File: src/rtl/diphoton_mass_window_selector_core_assert.svh
// Assertion macros shared by the selector RTL.
// Included by modules that carry concurrent checks; no other dependencies.
`ifndef DIPHOTON_MASS_WINDOW_SELECTOR_CORE_ASSERT_SVH
`define DIPHOTON_MASS_WINDOW_SELECTOR_CORE_ASSERT_SVH

`ifndef SYNTHESIS
// Same-cycle implication check
`define ASSERT_IMPL(label, clk, rst, ante, cons) \
   label: assert property (@(posedge clk) disable iff (rst) (ante) |-> (cons)) \
      else $error("%m: check failed");
// Next-cycle implication check
`define ASSERT_NEXT(label, clk, rst, ante, cons) \
   label: assert property (@(posedge clk) disable iff (rst) (ante) |=> (cons)) \
      else $error("%m: check failed");
`else
`define ASSERT_IMPL(label, clk, rst, ante, cons)
`define ASSERT_NEXT(label, clk, rst, ante, cons)
`endif

`endif

File: src/rtl/dmws_pkg.sv
// Shared types, constants and table builder for the diphoton selector.
// No dependencies; imported by all selector modules.
`timescale 1ns / 1ps

package dmws_pkg;

   // Field widths
   localparam int PT_W    = 17;
   localparam int ETA_W   = 14;
   localparam int PHI_W   = 13;
   localparam int EN_W    = 20;
   localparam int CUT_W   = 17;
   localparam int SEP_W   = 14;
   localparam int TOT_W   = 20;
   localparam int SUM_E_W = 23;
   localparam int DPHI_W  = 13;
   localparam int DETA_W  = 15;

   // Table geometry (largest supported depth)
   localparam int MAX_DEPTH   = 4096;
   localparam int ADDR_W      = 13;
   localparam int ENTRY_W     = 27;
   localparam int ROM_W       = ENTRY_W * (MAX_DEPTH + 1);
   localparam int NUM_LOOKUPS = 6;

   // Stream widths
   localparam int REQ_DATA_W = 128;
   localparam int RSP_DATA_W = 24;

   // Fixed-point constants
   localparam longint unsigned PI_Q30     = 64'd3373259426;
   localparam longint unsigned INV_PI_Q23 = 64'd2670177;
   localparam int PHI_PI     = 3217;
   localparam int PHI_TWO_PI = 6434;

   // Register indexes
   localparam logic [1:0] REG_PAIR_PT_CUT    = 2'd0;
   localparam logic [1:0] REG_MASS_LOW       = 2'd1;
   localparam logic [1:0] REG_MASS_HIGH      = 2'd2;
   localparam logic [1:0] REG_MIN_SEPARATION = 2'd3;

   typedef struct packed {
      logic [CUT_W-1:0] pair_pt_cut;
      logic [CUT_W-1:0] mass_low;
      logic [CUT_W-1:0] mass_high;
      logic [SEP_W-1:0] min_separation;
   } cfg_type;

   // Classified event: lookup order is lead cos, sub cos, lead sin,
   // sub sin, lead sinh, sub sinh
   typedef struct packed {
      logic [PT_W-1:0]                     lead_pt;
      logic [PT_W-1:0]                     sub_pt;
      logic [NUM_LOOKUPS-1:0][ADDR_W-1:0]  addr;
      logic [NUM_LOOKUPS-1:0]              neg;
      logic [SUM_E_W-1:0]                  energy;
      logic [DPHI_W-1:0]                   dphi;
      logic [DETA_W-1:0]                   deta;
      logic                                last;
   } event_type;

   // Build the quarter-wave sine table (hyp = 0) or the sinh table (hyp = 1)
   // by the second-order recurrence; h36, hc and hcur0 are precomputed.
   function automatic logic [ROM_W-1:0] build_table(input int unsigned d,
                                                    input longint unsigned h36,
                                                    input longint unsigned hc,
                                                    input longint unsigned hcur0,
                                                    input logic hyp);
      logic [ROM_W-1:0]  res;
      longint unsigned   h2, c, h30, hprev, hcur, hs, hn, q, entry;
      longint            prevv, cur, s, nxt;
      int unsigned       k;
      res   = '0;
      h2    = (h36 * h36 + (64'd1 << 31)) >> 32;
      c     = h2 - (((h2 * h2 + (64'd1 << 39)) >> 40) / 12);
      h30   = (h36 + 64'd32) >> 6;
      prevv = 0;
      cur   = longint'(h30 - (((h2 * h30 + (64'd1 << 39)) >> 40) / 6));
      hprev = 0;
      hcur  = hcur0;
      for (k = 0; k <= d; k++) begin
         s  = (k == 0) ? 64'sd0 : cur;
         hs = (k == 0) ? 64'd0 : hcur;
         if (s < 0) s = 0;
         q = (unsigned'(s) + (64'd1 << 14)) >> 15;
         if (hyp) entry = (hs + 64'd256) >> 9;
         else     entry = (q > 64'd32768) ? 64'd32768 : q;
         res[k*ENTRY_W +: ENTRY_W] = entry[ENTRY_W-1:0];
         if (k != 0) begin
            nxt   = 2 * s - prevv -
                    longint'((c * unsigned'(s) + (64'd1 << 39)) >> 40);
            prevv = s;
            cur   = nxt;
            hn    = 2 * hs - hprev + ((hc * hs + (64'd1 << 35)) >> 36);
            hprev = hs;
            hcur  = hn;
         end
      end
      return res;
   endfunction

endpackage

File: src/rtl/dmws_queue.sv
// Two-entry queue of classified events between front and back end.
// Depends on dmws_pkg.
`timescale 1ns / 1ps

module dmws_queue (
   input  logic                 clock,
   input  logic                 reset,
   input  logic                 push,
   input  dmws_pkg::event_type  push_data,
   output logic                 full,
   input  logic                 pop,
   output dmws_pkg::event_type  pop_data,
   output logic                 empty
);
   import dmws_pkg::*;

   event_type  mem_ff [2];
   logic       wr_ptr_ff, wr_ptr_in;
   logic       rd_ptr_ff, rd_ptr_in;
   logic [1:0] count_ff, count_in;

   assign full     = (count_ff == 2'd2);
   assign empty    = (count_ff == 2'd0);
   assign pop_data = mem_ff[rd_ptr_ff];

   // Advance pointers and fill count
   always_comb begin
      wr_ptr_in = wr_ptr_ff ^ push;
      rd_ptr_in = rd_ptr_ff ^ pop;
      count_in  = count_ff + {1'b0, push} - {1'b0, pop};
   end

   always_ff @(posedge clock) begin
      if (reset) begin
         wr_ptr_ff <= 1'b0;
         rd_ptr_ff <= 1'b0;
         count_ff  <= 2'd0;
      end else begin
         wr_ptr_ff <= wr_ptr_in;
         rd_ptr_ff <= rd_ptr_in;
         count_ff  <= count_in;
      end
   end

   // Store entry
   always_ff @(posedge clock) begin
      if (push) mem_ff[wr_ptr_ff] <= push_data;
   end

endmodule

File: config.mk
export PLATFORM = sky130hd
export DESIGN_NAME = dmws_queue
export DESIGN_NICKNAME = d
export VERILOG_FILES = /design/src/rtl/diphoton_mass_window_selector_core_assert.svh /design/src/rtl/dmws_pkg.sv /design/src/rtl/dmws_queue.sv
export SDC_FILE = /design/constraint.sdc
export NUM_CORES = 1
export LEC_CHECK = 0
export BUFFER_PORTS_ARGS = -buffer_cell sky130_fd_sc_hd__buf_2
export CAP_MARGIN = 20
export CORE_MARGIN = 4
export CORE_UTILIZATION = 52
export CTS_CLUSTER_DIAMETER = 100
export DETAILED_ROUTE_END_ITERATION = 8
export PLACE_DENSITY_LB_ADDON = 0.12
export SYNTH_ARGS = -nofsm -noshare
export SYNTH_HDL_FRONTEND = slang
export SYNTH_SLANG_ARGS = --single-unit
File: constraint.sdc
create_clock -name clock -period 5.4 [get_ports clock]
set_clock_uncertainty 0.05 [all_clocks]
set_input_delay 0 -clock clock [delete_from_list [all_inputs] [get_ports clock]]
set_output_delay 0 -clock clock [all_outputs]
set_load 0.02 [all_outputs]
==> run metrics <==
Via Count a little over 7000; Reg power frac 49.0%; post-synthesis cell area between 10000 and 15000 µm²; Clk pwr share 36.7%; Pwr Density 363.2 nW/µm²; Post-Route WL 27.38 mm; slew at the pin closest to its max-slew limit about 940 ps; Layout area overhead 38.89%; Int Power approximately 5.0 mW; io pins between 300 and 400; vias in the first global route about 7600; Die Y 165.1 µm; DRC Markers 0; Worst Path Max Fanout 50; Clock Tree Buf Depth 3; Initial Util 52.74%; die area around 27000 µm²; CTS H-tree lvls 2; postcts setup bufs 0; Total Routing Usage GR 19.21%; HPWL after detailed placement 17.66 mm; detailed-router iteration count before antenna repair 4; Logic pwr share 14.3%; Util after Layout 73.25%; RSZ-0062 raised after global routing false; clk_lat worst skew about 490 ps; initial antenna violation count 1; layout cells sized above 1 between 50% and 60%; DR WL met3 between 2 and 2.5 mm; Tcrit/Tclk final 52.18%; commonest non-fill, non-tap cells in the layout buf_2, edfxtp_1, dlygate4sd3_1; fin nets between 1000 and 1500; Avg WL per Cell between 15 and 20 µm; Peak Freq between 0.3 and 0.4 GHz; Vias/cell 4.890; Pins Over Slew Limit 0; syn_nets between 700 and 800; worst path required time roughly 5400 ps; Leak approximately 7.0 nW; die extent in x between 150 and 200 µm; Root Buffer clkbuf_16; metal2 WL between 10 and 15 mm; total negative slack 0 ps; Multi-input gate area ~2400 µm²; Synth Warn # 0; core area 24320 µm²; Worst Hold Slack 45.79 ps; Final setup viols 0; Hold Violations, Final 0; IO Port Bufs 345; Critical Path Sink Type output port; post-synthesis instance total approximately 550; CTS tree done; P_sw between 1 and 1.5 mW; # clock sinks around 340; slew margin rel. 37.47%; post-synthesis cell type count 12; Inserted Clock Buffers 36; DR iter-0 viols ~380; met1 WL ~10 mm; kind of critical path reg -> out; register area about 10000 µm²; Max VDD drop ~0.35 mV; commonest non-fill, non-tap cell in the layout buf_2; total of max-cap violations 0; Startpoint Class flip-flop; largest net degree at the start of global routing 86; sequential share of the synthesized area between 80 and 90%; antenna-violating nets left 0; uppermost routed layer met4; first-pass GRT wire length 40.32 mm; clock slew at reported path FFs 60 ps; status complete, no violations; remaining global-route overflow 0; Worst Path Arrival roughly 2800 ps; Switching Share between 20% and 30%; minimum clock period between 2000 and 3000 ps; filler instances 1469; FF+latch count, synth between 300 and 400; worst hold path type in -> reg; Tot Pwr 6.471 mW; Synth Area per Inst between 20 and 25 µm²; Row Count between 50 and 60; Placer Congestion between 0.7 and 0.8
==> per-layer routing <==
layer	track usage (%)	vias to the layer above
met1	22.61	3422
li1	-	3282
met2	33.85	292
met4	6.200	0
met3	5.783	60
met5	0	-
==> flip-flops by register name, summed over array words and instances (netlist names) <==
signal     count
wr_ptr_ff      1
count_ff       2
mem_ff       340
rd_ptr_ff      1
==> critical path, stage by stage (launching register included) <==
cell and delay (ps):
dfxtp_4 790, buf_4 840, mux2_2 420, buf_2 160
==> synthesized netlist by cell type <==
master	instances	area, µm²
edfxtp_1	340	10210
mux2_4	90	1351
mux2_2	80	900.9
buf_6	11	123.9
buf_2	8	40.04
dfxtp_1	4	80.08
ha_1	4	50.05
nor2_1	4	15.01
inv_1	3	11.26
nor2b_1	2	12.51
xnor2_1	1	8.760
xnor3_1	1	22.52
==> power groups by stage <==
stage,clock [mW],sequential [mW],combinational [mW]
global route,2.55,3.19,0.980
global placement,0,3.22,0.804
floorplan,0,3.23,0.547
finish,2.38,3.17,0.922
CTS,2.43,3.18,0.924
detailed placement,0,3.23,0.819
==> per-stage QoR <==
stage                     std cells  cell area [µm²]  worst slack [ps]
after floorplan                 548            12830             512.7
after global placement         1204            14880              3040
after detailed placement       1204            14880              2980
after CTS                      1440            17760              2567
after global routing           1443            17810              2498
final                          1443            17810              2583
==> repair_timing <==
action	CTS	global route
hold buffers	173	0
gates resized for setup	0	0
hold endpoints to repair	344	0
==> area by class of cell <==
| cell class | instances | area share (%) |
|---|---|---|
| Antenna cell | 1 | 0.01405 |
| Timing Repair Buffer | 526 | 20.04 |
| Multi-Input combinational cell | 182 | 13.39 |
| Sequential cell | 344 | 57.78 |
| Inverter | 3 | 0.06321 |
| Clock buffer | 44 | 5.345 |
| Tap cell | 324 | 2.276 |
| Clock inverter | 19 | 1.082 |
==> worst paths after layout <==
path / from / end / slack, ps / depth (start not counted)
worst max-delay path: rd_ptr_ff / pop_data[18] / 2580 / 3
worst min-delay path: pop / count_ff[1] / 50 / 4
worst max register to register: rd_ptr_ff / rd_ptr_ff / 3060 / 4
worst min register to register: wr_ptr_ff / wr_ptr_ff / 570 / 3
==> kinds of logic after synthesis <==
logic type / share of synthesized area (%)
adder cells (fa/ha/maj): 0.3902
XOR/XNOR: 0.2439
multiplexers: 17.56
buffers and inverters: 1.366
AND/OR/NAND/NOR: 0.2146
flip-flops: 80.23
Power figures use the tool's default switching activity.
