`config.mk`:
```
export PLATFORM = sky130hd
export DESIGN_NAME = dmws_front
export DESIGN_NICKNAME = d
export VERILOG_FILES = /design/src/rtl/diphoton_mass_window_selector_core_assert.svh /design/src/rtl/dmws_pkg.sv /design/src/rtl/dmws_front.sv
export SDC_FILE = /design/constraint.sdc
export NUM_CORES = 1
export LEC_CHECK = 0
export ABC_CLOCK_PERIOD_IN_PS = 15300
export BUFFER_PORTS_ARGS = -buffer_cell sky130_fd_sc_hd__buf_2
export CAP_MARGIN = 20
export CORE_MARGIN = 2
export CORE_UTILIZATION = 40
export DETAILED_ROUTE_END_ITERATION = 10
export GPL_TIMING_DRIVEN = 0
export MAX_ROUTING_LAYER = met4
export PLACE_DENSITY = 0.57
export SLEW_MARGIN = 15
export SYNTH_ARGS = -nofsm -noshare
export SYNTH_HDL_FRONTEND = slang
export SYNTH_SLANG_ARGS = --single-unit
```
`constraint.sdc`:
```
create_clock -name vclk -period 15.3
set_input_delay 2.295 -clock vclk [all_inputs]
set_output_delay 2.295 -clock vclk [all_outputs]
set_load 0.02 [all_outputs]
```
`src/rtl/diphoton_mass_window_selector_core_assert.svh`:
```
// Assertion macros shared by the selector RTL.
// Included by modules that carry concurrent checks; no other dependencies.
`ifndef DIPHOTON_MASS_WINDOW_SELECTOR_CORE_ASSERT_SVH
`define DIPHOTON_MASS_WINDOW_SELECTOR_CORE_ASSERT_SVH

`ifndef SYNTHESIS
// Same-cycle implication check
`define ASSERT_IMPL(label, clk, rst, ante, cons) \
   label: assert property (@(posedge clk) disable iff (rst) (ante) |-> (cons)) \
      else $error("%m: check failed");
// Next-cycle implication check
`define ASSERT_NEXT(label, clk, rst, ante, cons) \
   label: assert property (@(posedge clk) disable iff (rst) (ante) |=> (cons)) \
      else $error("%m: check failed");
`else
`define ASSERT_IMPL(label, clk, rst, ante, cons)
`define ASSERT_NEXT(label, clk, rst, ante, cons)
`endif

`endif

```
`src/rtl/dmws_pkg.sv`:
```
// Shared types, constants and table builder for the diphoton selector.
// No dependencies; imported by all selector modules.
`timescale 1ns / 1ps

package dmws_pkg;

   // Field widths
   localparam int PT_W    = 17;
   localparam int ETA_W   = 14;
   localparam int PHI_W   = 13;
   localparam int EN_W    = 20;
   localparam int CUT_W   = 17;
   localparam int SEP_W   = 14;
   localparam int TOT_W   = 20;
   localparam int SUM_E_W = 23;
   localparam int DPHI_W  = 13;
   localparam int DETA_W  = 15;

   // Table geometry (largest supported depth)
   localparam int MAX_DEPTH   = 4096;
   localparam int ADDR_W      = 13;
   localparam int ENTRY_W     = 27;
   localparam int ROM_W       = ENTRY_W * (MAX_DEPTH + 1);
   localparam int NUM_LOOKUPS = 6;

   // Stream widths
   localparam int REQ_DATA_W = 128;
   localparam int RSP_DATA_W = 24;

   // Fixed-point constants
   localparam longint unsigned PI_Q30     = 64'd3373259426;
   localparam longint unsigned INV_PI_Q23 = 64'd2670177;
   localparam int PHI_PI     = 3217;
   localparam int PHI_TWO_PI = 6434;

   // Register indexes
   localparam logic [1:0] REG_PAIR_PT_CUT    = 2'd0;
   localparam logic [1:0] REG_MASS_LOW       = 2'd1;
   localparam logic [1:0] REG_MASS_HIGH      = 2'd2;
   localparam logic [1:0] REG_MIN_SEPARATION = 2'd3;

   typedef struct packed {
      logic [CUT_W-1:0] pair_pt_cut;
      logic [CUT_W-1:0] mass_low;
      logic [CUT_W-1:0] mass_high;
      logic [SEP_W-1:0] min_separation;
   } cfg_type;

   // Classified event: lookup order is lead cos, sub cos, lead sin,
   // sub sin, lead sinh, sub sinh
   typedef struct packed {
      logic [PT_W-1:0]                     lead_pt;
      logic [PT_W-1:0]                     sub_pt;
      logic [NUM_LOOKUPS-1:0][ADDR_W-1:0]  addr;
      logic [NUM_LOOKUPS-1:0]              neg;
      logic [SUM_E_W-1:0]                  energy;
      logic [DPHI_W-1:0]                   dphi;
      logic [DETA_W-1:0]                   deta;
      logic                                last;
   } event_type;

   // Build the quarter-wave sine table (hyp = 0) or the sinh table (hyp = 1)
   // by the second-order recurrence; h36, hc and hcur0 are precomputed.
   function automatic logic [ROM_W-1:0] build_table(input int unsigned d,
                                                    input longint unsigned h36,
                                                    input longint unsigned hc,
                                                    input longint unsigned hcur0,
                                                    input logic hyp);
      logic [ROM_W-1:0]  res;
      longint unsigned   h2, c, h30, hprev, hcur, hs, hn, q, entry;
      longint            prevv, cur, s, nxt;
      int unsigned       k;
      res   = '0;
      h2    = (h36 * h36 + (64'd1 << 31)) >> 32;
      c     = h2 - (((h2 * h2 + (64'd1 << 39)) >> 40) / 12);
      h30   = (h36 + 64'd32) >> 6;
      prevv = 0;
      cur   = longint'(h30 - (((h2 * h30 + (64'd1 << 39)) >> 40) / 6));
      hprev = 0;
      hcur  = hcur0;
      for (k = 0; k <= d; k++) begin
         s  = (k == 0) ? 64'sd0 : cur;
         hs = (k == 0) ? 64'd0 : hcur;
         if (s < 0) s = 0;
         q = (unsigned'(s) + (64'd1 << 14)) >> 15;
         if (hyp) entry = (hs + 64'd256) >> 9;
         else     entry = (q > 64'd32768) ? 64'd32768 : q;
         res[k*ENTRY_W +: ENTRY_W] = entry[ENTRY_W-1:0];
         if (k != 0) begin
            nxt   = 2 * s - prevv -
                    longint'((c * unsigned'(s) + (64'd1 << 39)) >> 40);
            prevv = s;
            cur   = nxt;
            hn    = 2 * hs - hprev + ((hc * hs + (64'd1 << 35)) >> 36);
            hprev = hs;
            hcur  = hn;
         end
      end
      return res;
   endfunction

endpackage

```
`src/rtl/dmws_front.sv`:
```
// Front end: accepts events and turns angles into table addresses and signs.
// Depends on dmws_pkg; feeds dmws_queue.
`timescale 1ns / 1ps

module dmws_front #(
   parameter int DEPTH = 1024
) (
   input  logic                              clock,
   input  logic                              reset,
   input  logic                              req_tvalid,
   output logic                              req_tready,
   input  logic [dmws_pkg::REQ_DATA_W-1:0]   req_tdata,
   input  logic                              req_tlast,
   input  logic                              q_full,
   output logic                              push,
   output dmws_pkg::event_type               push_data
);
   import dmws_pkg::*;

   localparam int TB = $clog2(DEPTH);
   localparam int AW = $clog2(DEPTH + 1);
   localparam longint unsigned PHI_K = 64'(DEPTH) * INV_PI_Q23;

   logic [PT_W-1:0]  lead_pt, sub_pt;
   logic [ETA_W-1:0] lead_eta, sub_eta;
   logic [PHI_W-1:0] lead_phi, sub_phi;
   logic [EN_W-1:0]  lead_energy, sub_energy;

   logic [PHI_W:0]   lphi_mag, sphi_mag;
   logic [63:0]      lphi_prod, sphi_prod;
   logic [TB+1:0]    lsin_n, ssin_n, lcos_n, scos_n;
   logic [AW:0]      lsin_q, ssin_q, lcos_q, scos_q;
   logic [ETA_W:0]   leta_mag, seta_mag;
   logic [AW-1:0]    leta_k, seta_k;
   logic [ETA_W:0]   phi_diff;
   logic [ETA_W-1:0] dphi_raw;
   logic [ETA_W+1:0] dphi_wrap;
   logic [DPHI_W-1:0] dphi_mag;
   logic [DETA_W-1:0] deta_diff, deta_mag;

   // Map a step count below four quarters to table address and sign;
   // the largest phi magnitude stays under 3.6 quarters even for cos
   function automatic logic [AW:0] quarter(input logic [TB+1:0] n);
      logic [TB+1:0] r;
      logic [1:0]    qd;
      logic [AW-1:0] a;
      if (n >= (TB+2)'(3 * DEPTH)) begin
         qd = 2'd3;
         r  = n - (TB+2)'(3 * DEPTH);
      end else if (n >= (TB+2)'(2 * DEPTH)) begin
         qd = 2'd2;
         r  = n - (TB+2)'(2 * DEPTH);
      end else if (n >= (TB+2)'(DEPTH)) begin
         qd = 2'd1;
         r  = n - (TB+2)'(DEPTH);
      end else begin
         qd = 2'd0;
         r  = n;
      end
      a = qd[0] ? (AW'(DEPTH) - AW'(r)) : AW'(r);
      return {qd[1], a};
   endfunction

   // Eta to sinh table address, capped at the last entry
   function automatic logic [AW-1:0] eta_index(input logic [ETA_W:0] m);
      logic [27:0] kp;
      kp = 28'(m) * 28'(DEPTH) + 28'd4096;
      return (kp[27:13] > 15'(DEPTH)) ? AW'(DEPTH) : AW'(kp[27:13]);
   endfunction

   // Unpack the request
   assign lead_pt     = req_tdata[16:0];
   assign lead_eta    = req_tdata[30:17];
   assign lead_phi    = req_tdata[43:31];
   assign lead_energy = req_tdata[63:44];
   assign sub_pt      = req_tdata[80:64];
   assign sub_eta     = req_tdata[94:81];
   assign sub_phi     = req_tdata[107:95];
   assign sub_energy  = req_tdata[127:108];

   assign req_tready = !q_full && !reset;
   assign push       = req_tvalid && req_tready;

   // Phi magnitude to quarter-wave steps
   always_comb begin
      lphi_mag  = lead_phi[PHI_W-1] ? (PHI_W+1)'(~{1'b1, lead_phi} + 1'b1)
                                    : {1'b0, lead_phi};
      sphi_mag  = sub_phi[PHI_W-1] ? (PHI_W+1)'(~{1'b1, sub_phi} + 1'b1)
                                   : {1'b0, sub_phi};
      lphi_prod = 64'(lphi_mag) * PHI_K + (64'd1 << 31);
      sphi_prod = 64'(sphi_mag) * PHI_K + (64'd1 << 31);
      lsin_n    = lphi_prod[32 +: TB+2];
      ssin_n    = sphi_prod[32 +: TB+2];
      lcos_n    = lsin_n + (TB+2)'(DEPTH);
      scos_n    = ssin_n + (TB+2)'(DEPTH);
      lsin_q    = quarter(lsin_n);
      ssin_q    = quarter(ssin_n);
      lcos_q    = quarter(lcos_n);
      scos_q    = quarter(scos_n);
   end

   // Eta magnitude to sinh address
   always_comb begin
      leta_mag = lead_eta[ETA_W-1] ? (ETA_W+1)'(~{1'b1, lead_eta} + 1'b1)
                                   : {1'b0, lead_eta};
      seta_mag = sub_eta[ETA_W-1] ? (ETA_W+1)'(~{1'b1, sub_eta} + 1'b1)
                                  : {1'b0, sub_eta};
      leta_k   = eta_index(leta_mag);
      seta_k   = eta_index(seta_mag);
   end

   // Wrapped phi distance and eta distance, as magnitudes
   always_comb begin
      phi_diff  = {lead_phi[PHI_W-1], lead_phi[PHI_W-1], lead_phi}
                - {sub_phi[PHI_W-1], sub_phi[PHI_W-1], sub_phi};
      dphi_raw  = phi_diff[ETA_W] ? ETA_W'(~phi_diff + 1'b1) : ETA_W'(phi_diff);
      dphi_wrap = (ETA_W+2)'(PHI_TWO_PI) - (ETA_W+2)'(dphi_raw);
      if (dphi_raw >= ETA_W'(PHI_PI))
         dphi_mag = dphi_wrap[ETA_W+1] ? DPHI_W'(~dphi_wrap + 1'b1) : DPHI_W'(dphi_wrap);
      else
         dphi_mag = DPHI_W'(dphi_raw);
      deta_diff = {lead_eta[ETA_W-1], lead_eta} - {sub_eta[ETA_W-1], sub_eta};
      deta_mag  = deta_diff[DETA_W-1] ? DETA_W'(~deta_diff + 1'b1) : deta_diff;
   end

   // Assemble the classified event
   always_comb begin
      push_data.lead_pt = lead_pt;
      push_data.sub_pt  = sub_pt;
      push_data.addr[0] = ADDR_W'(lcos_q[AW-1:0]);
      push_data.addr[1] = ADDR_W'(scos_q[AW-1:0]);
      push_data.addr[2] = ADDR_W'(lsin_q[AW-1:0]);
      push_data.addr[3] = ADDR_W'(ssin_q[AW-1:0]);
      push_data.addr[4] = ADDR_W'(leta_k);
      push_data.addr[5] = ADDR_W'(seta_k);
      push_data.neg[0]  = lcos_q[AW];
      push_data.neg[1]  = scos_q[AW];
      push_data.neg[2]  = lsin_q[AW] ^ lead_phi[PHI_W-1];
      push_data.neg[3]  = ssin_q[AW] ^ sub_phi[PHI_W-1];
      push_data.neg[4]  = lead_eta[ETA_W-1];
      push_data.neg[5]  = sub_eta[ETA_W-1];
      push_data.energy  = SUM_E_W'({(EN_W+1)'(lead_energy) + (EN_W+1)'(sub_energy), 2'b00});
      push_data.dphi    = dphi_mag;
      push_data.deta    = deta_mag;
      push_data.last    = req_tlast;
   end

endmodule

```
==> out/metrics.yaml <==
clocking:
  hold_buffers: 0
worst_setup_path:
  critPathMaxFanout: 10
  crit_required_ns: 13.01
  crit_family: "adder cells"
  crit_buf_inv: 10
  slowest_delay_ns: 0.60
  path_class: "in -> out"
  cp_data_arrival_time_ns: 12.36
  end_kind: "output port"
  cp_slowest_cell: "a2111oi_2"
  start_kind: "primary input"
cells_and_area:
  area_delta_synth_final_pct: 13.8
  drive_gt1_share_pct: 16.8
  seq_cell_count: 0
  num-clock-buffers: 0
  seq_area_um2: 0
  final_common_cell: "inv_1"
  antenna_cells: 0
  post-route-util_pct: 45.8
  mostFrequentLayoutCells: "inv_1 (328), ha_1 (313), buf_2 (256)"
  fin_nets: 2849
route:
  routed_wl_mm: 39.3
  vias: 14200
  postRouteAntennaNets: 0
  drc_errors: 0
  m1WireLength_mm: 18.2
  wire_per_inst_um: 14.2
  met3WireLength_mm: 1.22
  topRoutingLayerUsed: "met4"
  first_pass_iters: 7
  drt_iter0_drc: 585
  viasPerCell: 5.12
  wl_met2_mm: 19.4
logic_synthesis:
  ys_seq_area_share_pct: 0
  synthCells: 1954
  yosysUniqueCellTypes: 98
  synth_top_area_share_pct: 24.7
  yosys.area.top_type: "ha_1"
  synth_area_per_cell_um2: 8.13
  syn-cell-area_mm2: 0.0159
  synthTopCellsByArea: "ha_1 (25%), fa_1 (20%), xnor2_1 (8.2%), inv_1 (7.8%), xor2_1 (3.0%)"
  yosysWarningCount: 0
sta:
  hold_slack_ns: 4.81
  setup_viol: 0
  post-route-min-period_ns: 14.65
  rsz0062_at_grt: "false"
  slew_violations: 0
  tightest_slew_ns: 1.14
  fmax_mhz: 68.2
  hold_violations: 0
  slew_headroom_pct: 23.5
  finalCritPeriodShare_pct: 95.8
worst_hold_path:
  hold_class: "in -> out"
floorplanning:
  die_h_um: 203
  start_util_pct: 40.3
  ios: 305
  rows: 73
  die_area_mm2: 0.0413
  die_x_um: 203
  placeableCoreArea_mm2: 0.0395
global_routing:
  overflow: 0
  grt_max_degree: 12
  grt_pass1_wl_mm: 65.1
  grt_usage_pct: 19.1
  antenna_found_initial: 0
  grt_pass1_vias: 13700
placed_design:
  dp_hpwl_mm: 35.5
  gp_congestion: 0.883
  portBuffers: 254
flow_run:
  drv_cap: 0
run_status:
  status: "completed"
==> cell type report <==
cell class,instances,area [um^2]
Buffer,71,468
Fill cell,4071,21400
Inverter,329,1240
Multi-Input combinational cell,1581,14400
Tap cell,525,657
Timing Repair Buffer,263,1340
==> stage by stage <==
step / TNS (ns) / instance area, um^2 / cells / setup slack, ns
after floorplan: 0 / 16000 / 1981 / 1.80
after global routing: 0 / 18100 / 2769 / 0.000418
after CTS: 0 / 18000 / 2764 / 0.140
after global placement: 0 / 17900 / 2760 / 0.0623
after detailed placement: -0.145 / 17900 / 2764 / -0.0917
final: 0 / 18100 / 2769 / 0.645
==> kinds of logic after synthesis <==
family / share of synthesized area (%)
buf+inv: 10.7
simple gates: 15.7
compound gates: 16.8
xor+xnor: 11.4
other cells: 0.0236
mux: 0.725
fa+ha+maj: 44.6
==> synthesized netlist by cell type, drive strengths merged (15+ instances only) <==
| library cell | instances |
|---|---|
| ha | 313 |
| nor3 | 44 |
| a21o | 15 |
| or3 | 28 |
| fa | 157 |
| nand4 | 15 |
| nand2 | 93 |
| o21bai | 16 |
| o21a | 17 |
| inv | 329 |
| o21ai | 92 |
| a21oi | 84 |
| xnor2 | 150 |
| a211oi | 15 |
| and2 | 16 |
| xor2 | 55 |
| o31ai | 17 |
| nor2 | 121 |
| a31oi | 20 |
| nand2b | 17 |
| buf | 57 |
| nor2b | 22 |
| nand3 | 42 |
==> repair_timing <==
item                       in CTS  in global routing
pin swaps                       0                  1
setup endpoints to repair       5                 25
setup buffers                   0                  5
gates resized for setup         2                  9
==> path summary, 6_finish.rpt <==
kind | startpoint | cells past startpoint | endpoint | slack, ns
worst max-delay path | req_tdata[31] | 35 | push_data[88] | 0.65
worst min-delay path | req_tdata[6] | 2 | push_data[159] | 4.81
==> per-layer routing <==
layer / up-vias / global-route usage (%)
met5: - / -
met1: 6702 / 25.2
li1: 7208 / -
met3: 28 / 0.671
met2: 238 / 33.5
met4: 0 / 1.88
Power is left out: the tool's default activity adds up to more than one toggle a clock period on the data nets, which glitch-free logic cannot reach.
